--- config.mk ---
export PLATFORM = sky130hd
export DESIGN_NAME = csw_delay
export DESIGN_NICKNAME = d
export VERILOG_FILES = /design/src/rtl/csw_delay.sv
export SDC_FILE = /design/constraint.sdc
export NUM_CORES = 1
export LEC_CHECK = 0
export BUFFER_PORTS_ARGS = -buffer_cell sky130_fd_sc_hd__buf_2
export CORE_AREA = 2 2 39 41
export DETAILED_ROUTE_END_ITERATION = 8
export DIE_AREA = 0 0 41 43
export GPL_ROUTABILITY_DRIVEN = 1
export PLACE_DENSITY = 0.5
export SLEW_MARGIN = 20
export SYNTH_ARGS = -nofsm -noshare
export SYNTH_HDL_FRONTEND = slang
export SYNTH_SLANG_ARGS = --single-unit
--- constraint.sdc ---
create_clock -name clk -period 0.8 [get_ports clk]
set_input_delay 0.04 -clock clk [delete_from_list [all_inputs] [get_ports clk]]
set_output_delay 0.04 -clock clk [all_outputs]
set_load 0.01 [all_outputs]
--- src/rtl/csw_delay.sv ---
// Stallable delay line for sideband bits that travel beside the datapath.
`timescale 1ns / 1ps
`default_nettype none
module csw_delay #(
  parameter int WIDTH = 4,
  parameter int DEPTH = 2
) (
  input  logic             clk,
  input  logic             rst,
  input  logic             en,
  input  logic [WIDTH-1:0] din,
  output logic [WIDTH-1:0] dout
);
  logic [WIDTH-1:0] line [0:DEPTH-1];

  always_ff @(posedge clk) begin
    if (rst) begin
      for (int i = 0; i < DEPTH; i++) line[i] <= '0;
    end else if (en) begin
      line[0] <= din;
      for (int i = 1; i < DEPTH; i++) line[i] <= line[i-1];
    end
  end

  assign dout = line[DEPTH-1];
endmodule
`default_nettype wire

==> qor.txt, run 1 <==
status: complete, no violations
Hold Buf Count CTS: 0
sequential share of power: 57.2%
final hold viol count: 0
Crit path largest cell delay: 0.35 ns
Req. time, crit path: 0.76 ns
largest area contributor in the netlist: edfxtp_1
GPL Wtd Cong: 0.692
unrepaired setup endpoints after global routing: true
maximum vdd drop: 0.532 mV
sequential cell area: 240 sq um
router iterations before antenna repair: 2
post-synthesis mux area share: 0%
synthesized-area fraction occupied by xor and xnor cells: 0%
total wire length: 485 um
final setup fails: 0
crit path kind: reg2out
Synth Register Bits: 8
Gate Count Post-Synth: 21
clock skew: 0.000103 ns
mapped cell area: 347 sq um
largest net degree at the start of global routing: 9
ranking of synthesized cells by area: edfxtp_1 69%, and3b_1 20%, buf_4 8.7%
Compound-Gate Fraction of Synth Area: 0%
Slowest cell on crit path: edfxtp_1
Syn-to-layout area delta: 22.4%
Final period util: 97.3%
Clock transition at path regs: 0.05 ns
Die Ht: 43 um
Critical path buffers and inverters: 1
crit path capture type: output port
Max Cap Viol: 0
Layout fillers: 141
final core utilization: 30.7%
fraction of the mapped netlist area in simple logic gates: 22.0%
Vias/cell: 4.13
CP top delay family: flip-flops
Die ar.: 0.00176 sq mm
Sw Ratio: 19.5%
layout cells sized above 1: 46.9%
Clock Power Share: 34.5%
clock sinks: 8
Ys Warns: 0
Max clock buf depth: 2
dpl ws: 0.00305 ns
FP Rows: 14
combinational share of power: 8.3%
crit path DAT: 0.74 ns
root buffer cell: clkbuf_4
CTS tree: built
cells along the critical path: buf_2
actual transition at the worst max-transition pin: 0.328 ns
Core ar.: 0.00138 sq mm
max_slew headroom: 78.1%
drt first-iter violations: 2
Synth Area in Adders: 0%
Top reg by flops: line
Nets: 41
syn_area_per_cell: 16.5 sq um
Regs by FF count: line: 8 flops
htree depth: 1
ant diodes: 0
register area share after synthesis: 69.3%
Largest register FFs: 8
Worst Path Max Fanout: 1
Via Count: 198
Multi-input gate area: 76.3 sq um
Internal: 0.000704 W
reg2reg setup slack: 0.03 ns
Cell variety after synth: 4
first-pass GRT wire length: 800 um
PD cells: 2060 mW/mm^2
antenna violations before repair: 0
total global-route track usage: 7.54%
DRC Markers: 0
Post-CTS Setup Bufs: 0
wire per inst: 10.1 um
die width: 41 um
post-CTS resize count: 0
Fmax: 1.28 GHz
Hold Path Class: in2reg
CTS buffer count: 3
largest family of logic cells by synthesized area: simple AND/OR/NAND/NOR gates
Slew Limit Fails: 0
clock period minus worst slack: 0.779 ns
CP startpoint kind: flop
Buffers on Ports: 10
Synth top area share: 69.3%
Sw Pwr: 0.000171 W
post-synth net total: 28
vias in the first global route: 202
# IOs: 11
Lkg Pwr: 0.213 nW
grt ovf: 0
antenna viol nets, final: 0
Initial Util: 25.0%
fin worst setup slack: 0.0212 ns
clock latency at the later pin of the worst-skew pair: 0.25 ns
-- layout by cell type, fill, tap and decap left out --
master / n
edfxtp_1: 8
buf_2: 10
buf_4: 2
or2_1: 1
clkbuf_4: 3
and3b_1: 8
-- metrics by stage --
stage	TNS [ns]	instances	power, W	instance area [sq um]	hold WS [ns]
3_5_place_dp	0	45	0.000584	402	0.358
4_1_cts	0	48	0.000898	424	0.0870
2_1_floorplan	0	21	0.000554	347	0.273
6_report	0	48	0.000875	424	0.102
5_1_grt	-0.0681	48	0.000921	424	0.0968
3_3_place_gp	0	45	0.000579	402	0.353
-- cells by family after synthesis --
kind of cell,count (synthesis)
and+or+nand+nor,9
DFF,8
buffers and inverters,4
-- synth_stat cells --
cell type,instances
and3b_1,8
buf_4,4
edfxtp_1,8
or2_1,1
-- power by group through the flow --
| stage | clock [W] | sequential (W) | combinational, W |
|---|---|---|---|
| floorplan | 0 | 0.000508 | 0.0000468 |
| global placement | 0 | 0.000508 | 0.0000705 |
| detailed placement | 0 | 0.000509 | 0.0000747 |
| CTS | 0.000323 | 0.000500 | 0.0000747 |
| global route | 0.000336 | 0.000504 | 0.0000808 |
| finish | 0.000302 | 0.000500 | 0.0000726 |
-- cell type report --
cell class	instances	area share (%)
clock buffers	3	5.31
multi-input cells	9	18.0
well taps	16	4.72
flip-flops and latches	8	56.6
repair buffers	12	15.3
-- final timing paths --
path                                 start          to  cells past startpoint
worst max-delay path            line[0][6]     dout[2]                      1
worst min register to register  line[0][1]  line[0][5]                      1
worst max register to register  line[0][2]  line[0][6]                      1
worst min-delay path                din[3]  line[0][3]                      2
-- metal layers --
layer | track usage, % | vias up | wire, um
met4 | 10.0 | 0 | 0
met5 | 0 | - | 0
met3 | 3.14 | 0 | 52
met1 | 7.07 | 90 | 193
met2 | 10.0 | 11 | 239
li1 | - | 97 | -
No activity file was read; power rests on OpenSTA's default activity.
==> run 2: changes to the inputs <==
--- a/config.mk
+++ b/config.mk
@@ -11,6 +11,7 @@
 export DIE_AREA = 0 0 41 43
 export GPL_ROUTABILITY_DRIVEN = 1
 export PLACE_DENSITY = 0.5
+export RECOVER_POWER = 25
 export SLEW_MARGIN = 20
 export SYNTH_ARGS = -nofsm -noshare
 export SYNTH_HDL_FRONTEND = slang
==> qor.txt, run 2 (synthesized netlist as in run 1, its figures left out) <==
Req. time, crit path: 0.76 ns (about the same)
Setup TNS: 0 ns (unchanged)
Vias/cell: 4.06 (was 4.13)
min-delay src: din[3] (unchanged)
actual transition at the worst max-transition pin: 0.328 ns (about the same)
dpl ws: 0.00305 ns (unchanged)
Lkg Pwr: 0.209 nW (was 0.213 nW)
commonest non-fill, non-tap cell in the layout: buf_2 (unchanged)
first-pass GRT wire length: 800 um (unchanged)
critical path depth: 1 (unchanged)
Slew Limit Fails: 0 (unchanged)
clock period minus worst slack: 0.779 ns (about the same)
die width: 41 um (unchanged)
antenna violations before repair: 0 (unchanged)
Nets: 41 (unchanged)
total wire length: 483 um (was 485 um)
Syn-to-layout area delta: 21.3% (was 22.4%)
maximum vdd drop: 0.532 mV (about the same)
reg2reg start: line[0][2] (unchanged)
antenna viol nets, final: 0 (unchanged)
htree depth: 1 (unchanged)
final setup fails: 0 (unchanged)
CTS tree: built (unchanged)
Max clock buf depth: 2 (unchanged)
Max Cap Viol: 0 (unchanged)
fin worst setup slack: 0.0212 ns (about the same)
max_slew headroom: 78.1% (about the same)
Die Ht: 43 um (unchanged)
crit path kind: reg2out (unchanged)
vias in the first global route: 202 (unchanged)
Critical path buffers and inverters: 1 (unchanged)
Crit path largest cell delay: 0.35 ns (about the same)
Final period util: 97.3% (about the same)
Hold Slack: 0.102 ns (about the same)
drt first-iter violations: 1 (was 2)
worst reg-to-reg path cell count: 1 (unchanged)
unrepaired setup endpoints after global routing: true (unchanged)
Worst Path Max Fanout: 1 (unchanged)
grt ovf: 0 (unchanged)
Via Count: 195 (was 198)
Hold Path Class: in2reg (unchanged)
largest net degree at the start of global routing: 9 (unchanged)
status: complete, no violations (unchanged)
Regs by FF count: line: 8 flops (unchanged)
CP startpoint kind: flop (unchanged)
Slowest cell on crit path: edfxtp_1 (unchanged)
wire per inst: 10.1 um (about the same)
final hold viol count: 0 (unchanged)
cells along the critical path: buf_2 (unchanged)
Hold Buf Count CTS: 0 (unchanged)
layout cells sized above 1: 43.8% (was 46.9%)
GPL Wtd Cong: 0.692 (unchanged)
total global-route track usage: 7.54% (unchanged)
DRC Markers: 0 (unchanged)
Core ar.: 0.00138 sq mm (unchanged)
# IOs: 11 (unchanged)
FP Rows: 14 (unchanged)
crit path capture type: output port (unchanged)
post-route insts no fill: 48 (unchanged)
commonest cells after routing, fill and taps aside: 10 x buf_2, 8 x and3b_1, 8 x edfxtp_1 (unchanged)
crit path from: line[0][6] (unchanged)
Clock transition at path regs: 0.05 ns (about the same)
clock latency at the later pin of the worst-skew pair: 0.25 ns (about the same)
PD cells: 2070 mW/mm^2 (was 2060 mW/mm^2)
placed cells: 45 (unchanged)
router iterations before antenna repair: 2 (unchanged)
Post-CTS Setup Bufs: 0 (unchanged)
post-CTS resize count: 0 (unchanged)
Top reg by flops: line (unchanged)
total power: 0.000872 W (was 0.000875 W)
CP top delay family: flip-flops (unchanged)
Buffers on Ports: 10 (unchanged)
CTS buffer count: 3 (unchanged)
Die ar.: 0.00176 sq mm (unchanged)
clock sinks: 8 (unchanged)
Fmax: 1.28 GHz (unchanged)
root buffer cell: clkbuf_4 (unchanged)
WHS Path Cells: 2 (unchanged)
clock skew: 0.000103 ns (unchanged)
Largest register FFs: 8 (unchanged)
crit path DAT: 0.74 ns (about the same)
ant diodes: 0 (unchanged)
Initial Util: 25.0% (unchanged)
## run 2: area by class of cell
class	instances	area (sq um)
clock buffer	3	22.5
sequential	8	240
tap	16	20.0
fill	142	963
multi-input combinational	9	76.3
timing repair buffer	12	61.3
## run 2: report_power, final
part | internal, W | switching (W) | leakage, nW
Sequential | 0.000495 | 0.00000557 | 0.0873
Clock | 0.000171 | 0.000130 | 0.0138
Combinational | 0.0000357 | 0.0000345 | 0.108
Total | 0.000702 | 0.000170 | 0.209
## run 2: worst paths after layout
path	to	slack, ns
min	line[0][3]	0.10
min reg2reg	line[0][5]	0.56
max reg2reg	line[0][6]	0.03
max	dout[2]	0.02
## run 2: routing by layer
layer	global-route usage, %	wire [um]	up-vias
met4	10.0	0	0
li1	-	-	97
met2	10.0	235	11
met5	0	0	-
met1	7.07	194	87
met3	3.14	52	0
## run 2: metrics by stage
stage               util [%]  area, sq um
floorplan                  -          347
global placement        29.0          402
detailed placement      29.0          402
CTS                     30.7          424
global route            30.4          420
finish                  30.4          420
==> run 3: changes to the inputs <==
==> constraint.sdc (replaced) <==
create_clock -name clk -period 0.8 [get_ports clk]
set_input_delay 0 -clock clk [delete_from_list [all_inputs] [get_ports clk]]
set_output_delay 0 -clock clk [all_outputs]
set_load 0.01 [all_outputs]
==> qor.txt, run 3 (synthesized netlist as in run 1, its figures left out) <==
Critical path buffers and inverters: 0 (was 1)
Max Cap Viol: 0 (unchanged)
crit path capture type: flop (was output port)
Clock Power Share: 34.5% (was 34.6%)
root buffer cell: clkbuf_4 (unchanged)
grt ovf: 0 (unchanged)
Placement Cell Area: 402 sq um (unchanged)
Buffers on Ports: 10 (unchanged)
Multi-input gate area: 76.3 sq um (unchanged)
GPL Wtd Cong: 0.667 (was 0.692)
# IOs: 11 (unchanged)
actual transition at the worst max-transition pin: 0.327 ns (was 0.328 ns)
sequential cell area: 240 sq um (unchanged)
Lkg Pwr: 0.209 nW (unchanged)
Via Count: 193 (was 195)
Max clock buf depth: 2 (unchanged)
post-route insts no fill: 48 (unchanged)
antenna viol nets, final: 0 (unchanged)
router iterations before antenna repair: 1 (was 2)
Sw Pwr: 0.000167 W (was 0.000170 W)
Layout fillers: 144 (was 142)
first-pass GRT wire length: 834 um (was 800 um)
wire per inst: 9.63 um (was 10.1 um)
clock sinks: 8 (unchanged)
max_slew headroom: 78.2% (was 78.1%)
met3 usage: 3.66% (was 3.14%)
Hold Buf Count CTS: 0 (unchanged)
total global-route track usage: 7.85% (was 7.54%)
WHS Endpoint: line[0][2] (was line[0][3])
layer with the highest usage: met2 (unchanged)
Hold Path Class: in2reg (unchanged)
sequential share of power: 57.6% (was 57.4%)
die width: 41 um (unchanged)
DRC Markers: 0 (unchanged)
Hold Slack: 0.0621 ns (was 0.102 ns)
Largest register FFs: 8 (unchanged)
drt first-iter violations: 0 (was 1)
vias in the first global route: 215 (was 202)
CTS buffer count: 3 (unchanged)
layout cells sized above 1: 43.8% (unchanged)
maximum vdd drop: 0.712 mV (was 0.532 mV)
Syn-to-layout area delta: 21.3% (unchanged)
htree depth: 1 (unchanged)
reg2reg setup slack: 0.04 ns (was 0.03 ns)
Nets: 41 (unchanged)
Slew Limit Fails: 0 (unchanged)
post-CTS resize count: 0 (unchanged)
final core utilization: 30.4% (unchanged)
post-route cell area: 420 sq um (unchanged)
Initial Util: 25.0% (unchanged)
PD cells: 2070 mW/mm^2 (about the same)
Crit path largest cell delay: 0.35 ns (about the same)
final setup fails: 0 (unchanged)
crit path kind: reg2reg (was reg2out)
unrepaired setup endpoints after global routing: false (was true)
clock latency at the later pin of the worst-skew pair: 0.25 ns (about the same)
clock skew: 0.0000859 ns (was 0.000103 ns)
Core ar.: 0.00138 sq mm (unchanged)
crit path DAT: 0.76 ns (was 0.74 ns)
Worst Path Max Fanout: 1 (unchanged)
Req. time, crit path: 0.81 ns (was 0.76 ns)
combinational share of power: 7.9% (was 8.1%)
reg2reg start: line[0][1] (was line[0][2])
status: complete, no violations (unchanged)
antenna violations before repair: 0 (unchanged)
commonest non-fill, non-tap cell in the layout: buf_2 (unchanged)
Setup TNS: 0 ns (unchanged)
CP startpoint kind: flop (unchanged)
Sw Ratio: 19.2% (was 19.5%)
WHS Path Cells: 2 (unchanged)
commonest cells after routing, fill and taps aside: 10 x buf_2, 8 x and3b_1, 8 x edfxtp_1 (unchanged)
Die Ht: 43 um (unchanged)
CTS tree: built (unchanged)
ant diodes: 0 (unchanged)
Vias/cell: 4.02 (was 4.06)
total wire length: 462 um (was 483 um)
clock period minus worst slack: 0.758 ns (was 0.779 ns)
cells along the critical path: and3b_1 (was buf_2)
met1 Track Usage GR: 7.09% (was 7.07%)
Post-CTS Setup Bufs: 0 (unchanged)
Final period util: 94.8% (was 97.3%)
final hold viol count: 0 (unchanged)
met2 GRT Util: 10.6% (was 10.0%)
CP top delay family: flip-flops (unchanged)
Slowest cell on crit path: edfxtp_1 (unchanged)
FF-to-FF End: line[0][5] (was line[0][6])
Fmax: 1.32 GHz (was 1.28 GHz)
largest net degree at the start of global routing: 9 (unchanged)
Die ar.: 0.00176 sq mm (unchanged)
Regs by FF count: line: 8 flops (unchanged)
placed cells: 45 (unchanged)
Top reg by flops: line (unchanged)
FP Rows: 14 (unchanged)
Internal: 0.000702 W (about the same)
worst reg-to-reg path cell count: 1 (unchanged)
min-delay src: din[2] (was din[3])
Clock transition at path regs: 0.05 ns (about the same)
## run 3: cell counts in the layout (fill, tap and decap cells not counted)
No cell type changed its count.
## run 3: layer usage
layer | part of all wire, % | vias up
met2 | 49 | 11
met3 | 13 | 2
met5 | 0 | -
met1 | 36 | 83
met4 | 2.2 | 0
li1 | - | 97
## run 3: power by group through the flow
stage | combinational, W | clock [W] | sequential, W
after floorplan | 0.0000468 | 0 | 0.000508
after global placement | 0.0000705 | 0 | 0.000508
after detailed placement | 0.0000734 | 0 | 0.000509
after CTS | 0.0000735 | 0.000317 | 0.000501
after global routing | 0.0000788 | 0.000344 | 0.000503
final | 0.0000691 | 0.000300 | 0.000500
## run 3: worst max-delay path by stage
stage / start / endpoint / slack [ns] / cells after the start
5_1_grt: line[0][6] / dout[2] / 0.006 / 1
6_report: line[0][1] / line[0][5] / 0.04 / 1
2_1_floorplan: line[0][0] / line[0][4] / 0.07 / 1
3_3_place_gp: line[0][1] / line[0][5] / 0.06 / 1
4_1_cts: line[0][1] / line[0][5] / 0.03 / 1
3_5_place_dp: line[0][1] / line[0][5] / 0.04 / 1
## run 3: layout make-up
cell class	instances	area share, %
tap	16	4.76
clock buffer	3	5.36
sequential	8	57.1
timing repair buffer	12	14.6
multi-input combinational	9	18.2
## run 3: metrics by stage
stage               worst slack (ns)  total power (W)
global route                 0.00583         0.000926
CTS                           0.0325         0.000891
floorplan                     0.0693         0.000554
global placement              0.0599         0.000578
detailed placement            0.0380         0.000583
finish                        0.0416         0.000869
